<file path="src/sfls_ram.sv">
// Generic single-port-write, registered-read RAM.
`timescale 1ns / 1ps
`default_nettype none
module sfls_ram #(
  parameter int WIDTH = 24,
  parameter int DEPTH = 32
) (
  input  wire logic                                   clk,
  input  wire logic                                   we,
  input  wire logic [(DEPTH > 1 ? $clog2(DEPTH) : 1)-1:0] waddr,
  input  wire logic [WIDTH-1:0]                       wdata,
  input  wire logic [(DEPTH > 1 ? $clog2(DEPTH) : 1)-1:0] raddr,
  output logic      [WIDTH-1:0]                       rdata
);

  logic [WIDTH-1:0] mem [DEPTH];

  // Write then register the read word
  always_ff @(posedge clk) begin
    if (we) begin
      mem[waddr] <= wdata;
    end
    rdata <= mem[raddr];
  end

endmodule
`default_nettype wire

</file>
<file path="config.mk">
export PLATFORM = sky130hd
export DESIGN_NAME = sfls_ram
export DESIGN_NICKNAME = d
export VERILOG_FILES = /design/src/sfls_ram.sv
export SDC_FILE = /design/constraint.sdc
export NUM_CORES = 1
export LEC_CHECK = 0
export ABC_AREA = 1
export BUFFER_PORTS_ARGS = -buffer_cell sky130_fd_sc_hd__buf_2
export CORE_MARGIN = 1.5
export CORE_UTILIZATION = 55
export CTS_CLUSTER_DIAMETER = 60
export DETAILED_ROUTE_END_ITERATION = 7
export GPL_ROUTABILITY_DRIVEN = 0
export PLACE_DENSITY = 0.68
export SLEW_MARGIN = 5
export SYNTH_ARGS = -nofsm -noshare
export SYNTH_HDL_FRONTEND = slang
export SYNTH_SLANG_ARGS = --single-unit
</file>
<file path="constraint.sdc">
create_clock -name clk -period 6.31 [get_ports clk]
set_input_delay 1.262 -clock clk [delete_from_list [all_inputs] [get_ports clk]]
set_output_delay 1.262 -clock clk [all_outputs]
set_load 0.01 [all_outputs]
</file>
# Yosys cells after proc, flatten, opt, wreduce, memory -nomap -nowiden
# Memory sizes are Yosys's and may differ from the RTL's. A register that Yosys moved wholly into a read port is not among the register bits.
# Cells that the tools add are included.
# classes
muxes	2
# ops
cell	n
1-bit two-way mux	2
# word_totals
ff_bits	0
ram_bits	768
inputBits	36
output_inout_bits	24
elab_cells	3
memories	1
# memory_table
memory	depth	word_bits	rd	rd_ports_with_merged_regs	write_ports	line_no	rtl
mem	32	24	1	1	1	16	logic [WIDTH-1:0] mem [DEPTH];

# Logic depth before layout (Yosys ltp)
# Gate-level depths: netlist of the first run.
# logic_depth
depth_word	2
ltp_mapped	12
depth_no_buf	9

# Worst setup path before layout of the first run
# Ideal clock, no wire load.
# synth_timing
path_kind	input port to flip-flop
startpoint	input port waddr[0] (netlist name)
endpoint	memory mem[0][0] (enable)
setup_time_ns	0.405
arrival_ns	2.587
required_ns	5.905
slack_ns	3.318
stages	3
n_path_buf	0
path_cell_list	inv_1 > nand3_1 > nor2_1
# synth_lines
element	line_no	rtl
from (decl)	10	input wire logic [(DEPTH > 1 ? $clog2(DEPTH) : 1)-1:0] waddr,
to (decl)	16	
# Straight into the memory's write port.

==> flow_metrics.tcl, run 1 <==
set metrics [dict create \
    slew_headroom 0.1353 \
    yosysWarnings 0 \
    final.setup.tns_ns 0 \
    root_buffer "clkbuf_16" \
    antenna_found_initial 4 \
    required_ns 6.81 \
    track_usage 0.2762 \
    vias_per_cell 5.816 \
    path_clk_slew_ns 0.06 \
    yosysTopAreaCell "edfxtp_1" \
    cts_tree "yes" \
    critPathKind "in2reg" \
    die_w_um 243.3 \
    dp_cells 3354 \
    wl_um 80960 \
    clock-sinks 792 \
    utilization 0.6200 \
    core_area_um2 56710 \
    outcome "finished, final reports clean" \
    die_y_um 243.3 \
    hold_viol_final 0 \
    cts_resized 0 \
    grt_pass1_wl_um 121200 \
    syn_avg_cell_area_um2 11.92 \
    place_hpwl_um 39350 \
    hold_path_class "reg2reg" \
    rsz0062_at_grt "no" \
    period_needed_ns 3.367 \
    worst_hold_slack_ns 0.7618 \
    cp.arrival_ns 3.87 \
    synth_top_area_frac 0.7261 \
    synthTopCellsByArea "edfxtp_1 73%, nand2_1 13%, nand3_1 9.3%" \
    start_util 0.5600 \
    ios 60 \
    setup_viol 0 \
    drive_gt1_frac 0.08919 \
    ys_ff_latch 792 \
    leakage_nw 12.90 \
    finalNetCount 2717 \
    max-cap-violations 0 \
    grt_pass1_vias 19230 \
    post_cts_buffers 0 \
    synth_area_um2 31760 \
    clock_latency_ns 0.62 \
    crit_path_frequent_cell "nand2_1" \
    synth_nets 2701 \
    peakVddDrop_mv 0.2325 \
    numCtsBuffers 81 \
    io_buffer_count 59 \
    clock_skew_ns 0.01183 \
    dr.pass1.iters 5 \
    power_density_nw_per_um2 322.5 \
    cts_hold_buffers 0 \
    timing.fmax_mhz 297.0 \
    p_total_w 0.01134 \
    fin_crit_sh 0.5336 \
    grt_max_degree 217 \
    cp-start-kind "primary input" \
    htreeDepth 3 \
    synthCells 2665 \
    crit_path_cell_trace "buf_8 > clkinv_8 > buf_12 > nand2_1 > nand3_1 > nand3_1 > nand2_1 > nand2_1 > nand2_1 > nand2_1 > nand2_1" \
    grt-ovfl-total 0 \
    end_kind "register" \
    avgRoutedWirePerCell_um 23.11 \
    drc 0 \
    crit_fanout 128 \
    tightestPinTransition_ns 1.297 \
    seq_area_frac_synth 0.7413 \
    fin_cells 3504 \
    slowest_stage "clkinv_8" \
    num_rows 87 \
    drtIter0Drc 2266 \
    maxSlewViolCount 0 \
    max_stage_delay_ns 0.60 \
    syn_to_final_growth_pct 10.70 \
    die_area_um2 59200 \
    synth_cell_type_count 14 \
    cts.path.max_buffers 3 \
    num_vias 20380 \
    antenna_left 0 \
]
cells in the final DEF, fill, tap and decap left out:
cell and n:
buf_4 35, edfxtp_1 768, nor2_2 16, nand3_1 588, nor2_4 16, clkbuf_8 12
bufinv_16 6, buf_12 3, clkbuf_1 24, diode_2 1, clkbuf_16 87, buf_2 56
buf_8 1, inv_1 6, dfxtp_1 24, inv_4 1, clkinv_2 6, clkinv_1 12
clkinv_8 1, buf_6 1, nand2_1 1080, inv_2 1, inv_6 3
critical path: cells and delay by family:
kind	cells	cell delay, ns
buffers and inverters	3	1.48
and+or+nand+nor	8	0.78
kinds of logic after synthesis:
logic type             count (synthesis)  share of synthesized area
flip-flops                           792                     0.7413
AND/OR/NAND/NOR                     1700                     0.2241
buffers and inverters                173                    0.03467
state kept, by name, summed over array words and instances (netlist names):
name / cells
mem: 768
rdata: 24
Yosys cell counts:
| library cell | n |
|---|---|
| buf_8 | 1 |
| buf_2 | 99 |
| buf_6 | 38 |
| edfxtp_1 | 768 |
| buf_1 | 5 |
| clkbuf_1 | 13 |
| buf_4 | 7 |
| nand2_1 | 1080 |
| nor2_1 | 32 |
| inv_2 | 2 |
| nand3_1 | 588 |
| inv_1 | 7 |
| dfxtp_1 | 24 |
| inv_6 | 1 |
where the power goes:
part / total, W / switching, W / internal [W]
clock network: 0.00481 / 0.00191 / 0.00290
registers: 0.00589 / 0.0000398 / 0.00585
logic: 0.000641 / 0.000479 / 0.000161
per-layer routing:
metal  share of wire  up-vias  track usage  wire length (um)
met4           0.028        0      0.08440              2232
met5               0        -            0                 0
li1                -     9338            -                 -
met2            0.48      991       0.4449             38890
met3           0.088      141      0.04494              7109
met1            0.40     9908       0.3899             32740
per-stage QoR:
stage,instance area (um2),worst slack (ns)
after floorplan,31760,3.318
after global placement,32450,2.427
after detailed placement,32450,2.409
after CTS,35160,3.018
after global routing,35160,2.816
final,35160,2.943
final timing paths:
path                    from         to  slack (ns)  depth (start not counted)
hold / removal    mem[18][4]   rdata[4]        0.76                          8
setup / recovery    raddr[0]  rdata[22]        2.94                         11
setup reg to reg  mem[17][2]   rdata[2]        5.05                          8
hold reg to reg   mem[18][4]   rdata[4]        0.76                          8
final cells by class:
| class | count | area (um2) |
|---|---|---|
| diodes | 1 | 2.502 |
| fillers | 4334 | 21550 |
| well taps | 756 | 945.9 |
| flip-flops and latches | 792 | 23540 |
| clock inverters | 26 | 272.8 |
| multi-input cells | 1700 | 7277 |
| inverters | 10 | 57.56 |
| clock buffers | 123 | 2432 |
| repair buffers | 96 | 629.4 |
Note: power is estimated with default switching activity, not from simulation.
==> run 2: changes to the inputs <==
--- a/config.mk
+++ b/config.mk
@@ -12,7 +12,7 @@
 export CTS_CLUSTER_DIAMETER = 60
 export DETAILED_ROUTE_END_ITERATION = 7
 export GPL_ROUTABILITY_DRIVEN = 0
-export PLACE_DENSITY = 0.68
+export PLACE_DENSITY = 0.71
 export SLEW_MARGIN = 5
 export SYNTH_ARGS = -nofsm -noshare
 export SYNTH_HDL_FRONTEND = slang
==> constraint.sdc (replaced) <==
create_clock -name clk -period 3 [get_ports clk]
set_input_delay 0.6 -clock clk [delete_from_list [all_inputs] [get_ports clk]]
set_output_delay 0.6 -clock clk [all_outputs]
set_load 0.01 [all_outputs]
==> flow_metrics.tcl, run 2 (same netlist as run 1, synthesis figures left out) <==
set metrics [dict create \
    outcome "finished, final reports clean" \
    crit_fanout 1 \
    max-cap-violations 0 \
    num_rows 87 \
    leakage_nw 13.24 \
    period_needed_ns 1.920 \
    largest_registers "mem: 768 flops, rdata: 24 flops" \
    final.setup.tns_ns 0 \
    cp.arrival_ns 1.32 \
    regMostFlops "mem" \
    grt_max_degree 101 \
    post_cts_buffers 0 \
    rr_endpoint "rdata[3]" \
    track_usage 0.2802 \
    io_buffer_count 59 \
    tightestPinTransition_ns 0.9148 \
    finalNetCount 2773 \
    cp-start-kind "register" \
    dpl_worst_slack_ns 0.6377 \
    vias_per_cell 5.928 \
    die_area_um2 59200 \
    htreeDepth 3 \
    cts_resized 0 \
    cp.buffers_inverters 1 \
    numCtsBuffers 82 \
    root_buffer "clkbuf_16" \
    fin_crit_sh 0.6399 \
    path_clk_slew_ns 0.06 \
    grt-ovfl-total 0 \
    clock_skew_ns 0.01728 \
    max_stage_delay_ns 0.50 \
    cts.path.max_buffers 3 \
    cp.depth 1 \
    cts_tree "yes" \
    drtIter0Drc 2678 \
    drc 0 \
    slew_headroom 0.3894 \
    dr.pass1.iters 6 \
    clock-sinks 792 \
    maxSlewViolCount 0 \
    worst-r2r-cell-count 8 \
    hold_path_class "in2reg" \
    slowest_stage "dfxtp_1" \
    cp_top_family "flip-flops" \
    cp-startpoint "rdata[11]" \
    largest_reg_flops 768 \
    die_w_um 243.3 \
    clock_latency_ns 0.62 \
    layout_common_cells "1080 x nand2_1, 768 x edfxtp_1, 588 x nand3_1, 87 x clkbuf_16, 73 x buf_4" \
    antenna_left 0 \
    setup_ws_ns 1.080 \
    timing.fmax_mhz 520.9 \
    utilization 0.6296 \
    r2r_start "mem[31][3]" \
    avgRoutedWirePerCell_um 23.07 \
    end_kind "primary output" \
    hold_viol_final 0 \
    holdCritStartpoint "wdata[20]" \
    rrSetupSlack_ns 1.78 \
    ios 60 \
    required_ns 2.40 \
    cts_hold_buffers 0 \
    worst_hold_slack_ns 0.4873 \
    crit_path_cell_trace "buf_2" \
    peakVddDrop_mv 0.5283 \
    drive_gt1_frac 0.1091 \
    min_path_cells 1 \
    setup_viol 0 \
    grt_pass1_vias 20410 \
    worst_hold_path.endpoint "mem[23][20]" \
    start_util 0.5600 \
    antenna_found_initial 1 \
    critPathKind "reg2out" \
    final.fill_count 4152 \
    num_vias 21120 \
    grt_pass1_wl_um 123700 \
    rsz0062_at_grt "no" \
    wl_um 82220 \
    place_hpwl_um 45040 \
    die_y_um 243.3 \
    power_density_nw_per_um2 665.5 \
    syn_to_final_growth_pct 12.43 \
    final_common_cell "nand2_1" \
    core_area_um2 56710 \
]
[run 2: cell count changes in the layout (fill, tap and decap cells not counted)]
cell and change:
buf_12 +17, buf_4 +38, bufinv_16 -2, clkbuf_1 -3, clkbuf_8 -2, clkinv_2 +8
clkinv_4 +2, diode_2 +1, nor2_2 +8, nor2_4 -8
[run 2: worst max path at each step]
stage                       endpoint  slack, ns
final                      rdata[11]       1.08
after global routing        rdata[5]       1.03
after CTS                   rdata[5]       1.08
after detailed placement  mem[2][18]       0.64
after global placement      rdata[3]       0.65
after floorplan            mem[0][0]       0.67
[run 2: cell type report]
cell class	count	area [um2]	area share
antenna	2	5.005	0.0001402
clock buffer	118	2394	0.06703
clock inverter	34	270.3	0.007569
inverter	10	57.56	0.001612
multi-input combinational	1700	7237	0.2027
sequential	792	23540	0.6593
tap	756	945.9	0.02649
timing repair buffer	151	1255	0.03515
[run 2: metrics by stage]
step	cell area, um2	power, W	cells
floorplan	31760	0.01342	2665
global placement	33040	0.01398	3409
detailed placement	33040	0.01402	3409
CTS	35700	0.02383	3561
global route	35700	0.02442	3561
finish	35710	0.02376	3563
[run 2: metal layers]
layer  routed length, um  vias up  part of all wire  track usage
li1                    -     9448                 -            -
met1               32170    10310              0.39       0.3906
met2               38910     1201              0.47       0.4433
met3                8768      159              0.11      0.05695
met4                2367        0             0.029      0.09591
met5                   0        -                 0            0
[run 2: power by group]
| part | internal (W) | leakage (nW) | switching [W] | total (W) |
|---|---|---|---|---|
| logic | 0.000382 | 4.81 | 0.00105 | 0.00144 |
| clock network | 0.00589 | 1.32 | 0.00406 | 0.00995 |
| registers | 0.0123 | 7.12 | 0.0000784 | 0.0124 |
| total | 0.0186 | 13.2 | 0.00519 | 0.0238 |
