File: src/sfls_pkg.sv
// Shared types, constants and the sequencer control store of the stereo FIR level scaler.
`timescale 1ns / 1ps
`default_nettype none
package sfls_pkg;

  // Word field widths
  localparam int SAMPLE_W = 24;
  localparam int COEF_W   = 32;
  localparam int LEVEL_W  = 16;
  localparam int INDEX_W  = 6;
  localparam int ACTION_W = 2;
  localparam int PROD_W   = SAMPLE_W + COEF_W;
  localparam int SPROD_W  = SAMPLE_W + LEVEL_W + 1;

  // Fixed-point shifts
  localparam int FIR_SHIFT   = 31;
  localparam int LEVEL_SHIFT = 15;

  // Action codes of an input word
  localparam logic [ACTION_W-1:0] ACT_PROCESS = 2'd0;
  localparam logic [ACTION_W-1:0] ACT_COEF    = 2'd1;
  localparam logic [ACTION_W-1:0] ACT_CLEAR   = 2'd2;

  // Configuration register indexes
  localparam logic [1:0] REG_FILTER_ENABLE = 2'd0;
  localparam logic [1:0] REG_LEVEL_LEFT    = 2'd1;
  localparam logic [1:0] REG_LEVEL_RIGHT   = 2'd2;

  // Sequencer step addresses
  localparam int STEP_W = 4;
  localparam logic [STEP_W-1:0] STEP_FETCH  = 4'd0;
  localparam logic [STEP_W-1:0] STEP_COEF   = 4'd1;
  localparam logic [STEP_W-1:0] STEP_CLEAR  = 4'd2;
  localparam logic [STEP_W-1:0] STEP_PROC_F = 4'd3;
  localparam logic [STEP_W-1:0] STEP_LOOP   = 4'd4;
  localparam logic [STEP_W-1:0] STEP_DRAIN1 = 4'd5;
  localparam logic [STEP_W-1:0] STEP_DRAIN2 = 4'd6;
  localparam logic [STEP_W-1:0] STEP_X_FIR  = 4'd7;
  localparam logic [STEP_W-1:0] STEP_SCALE  = 4'd8;
  localparam logic [STEP_W-1:0] STEP_OUT    = 4'd9;
  localparam logic [STEP_W-1:0] STEP_PROC_P = 4'd10;

  // Sequencing kinds of a control word
  localparam logic [2:0] SEQ_NEXT     = 3'd0;
  localparam logic [2:0] SEQ_GOTO     = 3'd1;
  localparam logic [2:0] SEQ_LOOP     = 3'd2;
  localparam logic [2:0] SEQ_DISPATCH = 3'd3;
  localparam logic [2:0] SEQ_WAIT_OUT = 3'd4;

  // One control word
  typedef struct packed {
    logic [2:0]        seq;
    logic [STEP_W-1:0] target;
    logic              hist_wr;
    logic              hist_clr;
    logic              coef_wr;
    logic              tap_init;
    logic              tap_rd;
    logic              x_fir;
    logic              x_in;
    logic              scale_en;
    logic              out_load;
  } ucode_t;

  // Datapath controls for one channel
  typedef struct packed {
    logic acc_clr;
    logic prod_en;
    logic acc_en;
    logic x_fir;
    logic x_in;
    logic scale_en;
    logic out_load;
  } mac_ctrl_t;

  // Control store
  function automatic ucode_t ucode_rom(input logic [STEP_W-1:0] addr);
    ucode_t w;
    w = '0;
    w.seq = SEQ_GOTO;
    w.target = STEP_FETCH;
    case (addr)
      STEP_FETCH: begin
        w.seq = SEQ_DISPATCH;
      end
      STEP_COEF: begin
        w.coef_wr = 1'b1;
      end
      STEP_CLEAR: begin
        w.hist_clr = 1'b1;
      end
      STEP_PROC_F: begin
        w.seq      = SEQ_NEXT;
        w.hist_wr  = 1'b1;
        w.tap_init = 1'b1;
      end
      STEP_LOOP: begin
        w.seq    = SEQ_LOOP;
        w.target = STEP_LOOP;
        w.tap_rd = 1'b1;
      end
      STEP_DRAIN1: begin
        w.seq = SEQ_NEXT;
      end
      STEP_DRAIN2: begin
        w.seq = SEQ_NEXT;
      end
      STEP_X_FIR: begin
        w.seq   = SEQ_NEXT;
        w.x_fir = 1'b1;
      end
      STEP_SCALE: begin
        w.seq      = SEQ_NEXT;
        w.scale_en = 1'b1;
      end
      STEP_OUT: begin
        w.seq      = SEQ_WAIT_OUT;
        w.out_load = 1'b1;
      end
      STEP_PROC_P: begin
        w.target = STEP_SCALE;
        w.x_in   = 1'b1;
      end
      default: begin
        w.seq = SEQ_GOTO;
      end
    endcase
    return w;
  endfunction

endpackage
`default_nettype wire

File: src/sfls_mac.sv
// One channel's multiply-accumulate, tap sum truncation and level scaling datapath.
`timescale 1ns / 1ps
`default_nettype none
module sfls_mac #(
  parameter int TAPS = 32
) (
  input  wire logic                              clk,
  input  wire sfls_pkg::mac_ctrl_t               ctrl,
  input  wire logic [sfls_pkg::SAMPLE_W-1:0]     hist_data,
  input  wire logic                              hist_vld,
  input  wire logic [sfls_pkg::COEF_W-1:0]       coef_data,
  input  wire logic                              coef_vld,
  input  wire logic [sfls_pkg::SAMPLE_W-1:0]     sample,
  input  wire logic [sfls_pkg::LEVEL_W-1:0]      level,
  output logic      [sfls_pkg::SAMPLE_W-1:0]     result
);
  import sfls_pkg::*;

  localparam int ACC_W = PROD_W + $clog2(TAPS + 1);

  logic signed [SAMPLE_W-1:0] h;
  logic signed [COEF_W-1:0]   c;
  logic signed [PROD_W-1:0]   prod;
  logic signed [ACC_W-1:0]    acc;
  logic signed [SAMPLE_W-1:0] x;
  logic signed [LEVEL_W:0]    lvl_s;
  logic signed [SPROD_W-1:0]  sprod;

  // Unwritten entries read as zero
  assign h     = hist_vld ? hist_data : '0;
  assign c     = coef_vld ? coef_data : '0;
  assign lvl_s = {1'b0, level};

  // Tap product, then accumulate at full precision
  always_ff @(posedge clk) begin
    if (ctrl.prod_en) begin
      prod <= h * c;
    end
    if (ctrl.acc_clr) begin
      acc <= '0;
    end else if (ctrl.acc_en) begin
      acc <= acc + {{(ACC_W - PROD_W){prod[PROD_W-1]}}, prod};
    end
  end

  // Select the value to scale: filtered sum or raw sample
  always_ff @(posedge clk) begin
    if (ctrl.x_fir) begin
      x <= acc[FIR_SHIFT + SAMPLE_W - 1:FIR_SHIFT];
    end else if (ctrl.x_in) begin
      x <= sample;
    end
  end

  // Apply level and hold the result word
  always_ff @(posedge clk) begin
    if (ctrl.scale_en) begin
      sprod <= x * lvl_s;
    end
    if (ctrl.out_load) begin
      result <= sprod[LEVEL_SHIFT + SAMPLE_W - 1:LEVEL_SHIFT];
    end
  end

endmodule
`default_nettype wire

File: config.mk
export PLATFORM = sky130hd
export DESIGN_NAME = sfls_mac
export DESIGN_NICKNAME = d
export VERILOG_FILES = /design/src/sfls_pkg.sv /design/src/sfls_mac.sv
export SDC_FILE = /design/constraint.sdc
export NUM_CORES = 2
export LEC_CHECK = 0
export ABC_AREA = 1
export BUFFER_PORTS_ARGS = -buffer_cell sky130_fd_sc_hd__buf_2
export CAP_MARGIN = 20
export CORE_AREA = 2 2 285 287
export CTS_CLUSTER_DIAMETER = 50
export DETAILED_ROUTE_END_ITERATION = 12
export DIE_AREA = 0 0 287 289
export PLACE_DENSITY = 0.87
export SLEW_MARGIN = 15
export SYNTH_ARGS = -nofsm -noshare
export SYNTH_HDL_FRONTEND = slang
export SYNTH_SLANG_ARGS = --single-unit
File: constraint.sdc
create_clock -name clk -period 10.7 [get_ports clk]
set_clock_uncertainty 0.1 [all_clocks]
set_input_delay 1.605 -clock clk [delete_from_list [all_inputs] [get_ports clk]]
set_output_delay 1.605 -clock clk [all_outputs]
set_load 0.05 [all_outputs]
; ---- Word-level counts from Yosys, hierarchy flattened
; Cells that the tools add are included.
[op_classes]
mux = 4
n_reduce_logical = 1
n_mul = 2
n_addsub = 1
[ops]
columns = op, n
row1 = $mux 24, 3
row2 = $add 62x62->62, 1
row3 = $mul 24x32->56, 1
row4 = $mul 24x17->39, 1
row5 = $mux 32, 1
row6 = $reduce_bool 2->1, 1
[word_totals]
ff_bits = 205
elab_cells = 13
output_inout_bits = 24
inputBits = 106

; ---- Longest topological paths before layout
[logic_depth]
depth_word = 2
depth_mapped = 33
depth_no_buf = 31

; ---- Worst setup path before layout
; OpenSTA, ideal clock, no wires.
[synth_timing]
path_kind = input to register
from = input hist_vld
to = register prod[54] (data pin)
setup_slack_ns = 2.491
required_time_ns = 10.348
setup_ns = 0.252
path_buffers = 4
arrival_time_ns = 7.857
stages = 25
path_cell_list = buf_4 > buf_2 > nand2_1 > clkbuf_1 > clkbuf_1 > nor2_1 > fa_1 > fa_1 > fa_1 > inv_1 > fa_1 > fa_1 > inv_1 > fa_1 > fa_1 > ha_1 > nand2_1 > nor3_1 > nand2_1 > nor4_1 > nand2_1 > nand3_1 > inv_1 > nand2_1 > nand2_1
[synth_between]
elab_chain_len = 2
[synth_lines]
columns = item, line_no
row1 = from (decl), sfls_mac.sv:10  ; input wire logic hist_vld,
row2 = $mux 24, sfls_mac.sv:30  ; assign h = hist_vld ? hist_data : '0;
row3 = $mul 24x32->56, sfls_mac.sv:37  ; prod <= h * c;
row4 = to (signal assigned), sfls_mac.sv:37
row5 = to (decl), sfls_mac.sv:23  ; logic signed [PROD_W-1:0] prod;
; Every way passes these cells.
; A chain may end at the register's enable or synchronous reset.

; ---- Worst setup path in the final report
; Same ends and word-level chain as after synthesis.

==> summary.md <==
| Metric | Value |
|---|---|
| Status | `complete, no violations` |
| Worst hold stages | `0` |
| Vias in the first global route | `45530` |
| CP required | `10820 ps` |
| Total number of vias | `43110` |
| Setup CP Type | `primary input to flop` |
| Synth Area in Adders | `51.40%` |
| Worst path bufs/invs | `8` |
| Worst hold endpoint | `result[8]` |
| Worst R2R Path Depth | `19` |
| Clk slew on worst S/H paths | `90 ps` |
| Slowest cell on the critical path | `inv_1` |
| CP max stage delay | `970 ps` |
| Synth cell types | `50` |
| PortBufs | `129` |
| Final instance area | `53870 um2` |
| Clock Path Buffers | `2` |
| Ys Warns | `0` |
| #FFs+latches synth | `182` |
| Drt total wl | `158.1 mm` |
| DRT Pass-1 Iters | `7` |
| Post-cts gate resize count | `0` |
| Final min period | `9775 ps` |
| Gr usage total | `39.37%` |
| Initial antenna violation count | `0` |
| Antenna-violating nets left | `0` |
| Antenna diode count | `0` |
| Setup Buffers After CTS | `0` |
| Reg2Reg Launch Point | `x[23]` |
| Clock latency on the worst-skew pair | `470 ps` |
| Largest net degree at the start of global routing | `65` |
| Simple-gate share of the synthesized area | `18.28%` |
| Drt initial violations | `4045` |
| Fin util | `67.42%` |
| Worst min path class | `flop to flop` |
| Fin nets | `8019` |
| Core area | `79900 um2` |
| Core Rows | `104` |
| Final setup TNS | `0 ps` |
| Crit Path Max Fanout | `25` |
| R2r setup slk | `3770 ps` |
| Pins over their slew limit | `0` |
| Syn nets | `8026` |
| Most frequent cells in the layout | `inv_1 (1685), nand2_1 (1461), fa_1 (1139)` |
| Worst hold start | `sprod[23]` |
| Hold-fix buffers at CTS | `0` |
| Boundary pin count | `130` |
| Fmax achieved | `0.1023 GHz` |
| Mapped cell area | `51570 um2` |
| Final period util | `91.35%` |
| Share of cells above drive strength 1 | `5.161%` |
| Residual DRC | `0` |
| Synth Area in Compound Gates | `4.634%` |
| Final hold vios | `0` |
| RSZ-0062 raised after global routing | `false` |
| Root Buffer | `clkbuf_16` |
| Max_cap viols | `0` |
| Critical path arrival | `9890 ps` |
| Relative slew slack | `33.45%` |
| CTS tree | `built` |
| Grt total ovfl | `0` |
| Initial core utilization | `64.54%` |
| Xor/xnor cell area share of the yosys netlist | `1.936%` |
| Final HPWL DP | `131.4 mm` |
| First-pass GRT wire length | `247.8 mm` |
| Drt wl/cell | `20.94 um` |
| Final setup violation count | `0` |
| CTS Sinks | `182` |
| Syn_area_per_cell | `7.952 um2` |
| Die width | `287 um` |
| CP Launch Type | `primary input` |
| Mux cell area share after synthesis | `0%` |
| H-tree levels | `4` |
| Crit end category | `flop` |
| Top delay family on crit path | `adder cells` |
| Post-Synthesis Cells | `6485` |
| Die Ht | `289 um` |
| Worst slew pin tran | `995.8 ps` |
| Sequential-to-total area share from yosys stat | `9.531%` |
| GPL Wtd Cong | `1.024` |
| Most common cell after layout, fill and taps aside | `inv_1` |
| Area growth from synthesis to layout | `4.465%` |
| CTS buffer count | `17` |
| Via density per instance | `5.710` |
| Die area | `82940 um2` |
| Worst hold slack | `319.3 ps` |
| Area after DPL | `53220 um2` |
| R2r endpoint | `sprod[38]` |
| Largest family of logic cells by synthesized area | `adder cells` |
[cell usage after synthesis (all sizes together)]
library cell  instances  share of area (%)
o21a                  8               0.12
nor4                 11               0.21
and2                  1              0.012
a21oi               200                2.0
xor2                 82                1.4
nand3               120                1.3
a21o                 14               0.20
nor3                 26               0.26
nor2                703                5.3
ha                  296                7.2
a211oi                2              0.029
clkinv                9              0.066
edfxtp              127                7.4
nand4                26               0.32
and3                  4              0.049
a31o                  2              0.034
nand3b                2              0.029
or2                   5              0.061
o21ai               155                1.5
dfxtp                55                2.1
a21boi                5              0.080
a31oi                10               0.12
nand2              1473                 11
inv                1717                 12
o211ai                2              0.029
xnor2                32               0.54
fa                 1139                 44
o21bai               34               0.50
clkbuf              199                1.4
nand2b                1              0.012
buf                  24               0.21
and3b                 1              0.017
[through the flow]
step | instances | setup WS, ps
final | 7551 | 925.2
after global placement | 7516 | 904.3
after global routing | 7551 | 699.2
after floorplan | 6485 | 2491
after CTS | 7550 | 1307
after detailed placement | 7518 | 817.9
[worst reg2reg max path: stages, from the launching register on]
cell	delay, ps
edfxtp_1	920
nand2_1	220
inv_1	180
fa_1	510
fa_1	570
inv_1	340
fa_1	520
fa_1	570
fa_1	440
fa_1	500
inv_1	50
ha_1	350
a21oi_1	290
nor2_1	80
a211oi_1	350
o21ai_0	170
a21oi_1	150
nand3_1	190
nand3_1	150
nand2_1	50
[kinds of logic (layout without fill, tap and decap cells)]
| group | after synthesis | count (layout) |
|---|---|---|
| compound gates | 432 | 432 |
| xor+xnor | 114 | 114 |
| fa+ha+maj | 1435 | 1435 |
| buf+inv | 1949 | 1955 |
| flops | 182 | 182 |
| simple gates | 2373 | 2373 |
[how the worst max path moves through the flow]
stage,end,cells after the start,startpoint
6_report,prod[54],26,hist_vld
5_1_grt,prod[54],28,hist_vld
4_1_cts,prod[44],23,hist_vld
3_5_place_dp,prod[44],23,hist_vld
3_3_place_gp,prod[54],28,hist_vld
2_1_floorplan,prod[54],25,hist_vld
[layer usage]
layer / global-route usage [%] / vias up / wire length, um
met5: 0 / - / 0
li1: - / 18700 / -
met4: 22.41 / 0 / 11030
met2: 63.40 / 2769 / 71940
met3: 8.449 / 656 / 18800
met1: 49.77 / 20990 / 56340
[cell type report]
type / instances / area [um2]
Clock buffer: 17 / 425.4
Clock inverter: 15 / 191.4
Fill cell: 6496 / 26030
Inverter: 1726 / 6479
Multi-Input combinational cell: 4354 / 39320
Sequential cell: 182 / 4915
Tap cell: 1060 / 1326
Timing Repair Buffer: 197 / 1214
[state kept, by name, summed over array words and instances, names as in the netlist]
| register | flops |
|---|---|
| prod | 55 |
| result | 24 |
| x | 24 |
| acc | 55 |
| sprod | 24 |
Power is left out: the tool's default activity adds up to more than one toggle a clock period on the data nets, which glitch-free logic cannot reach.
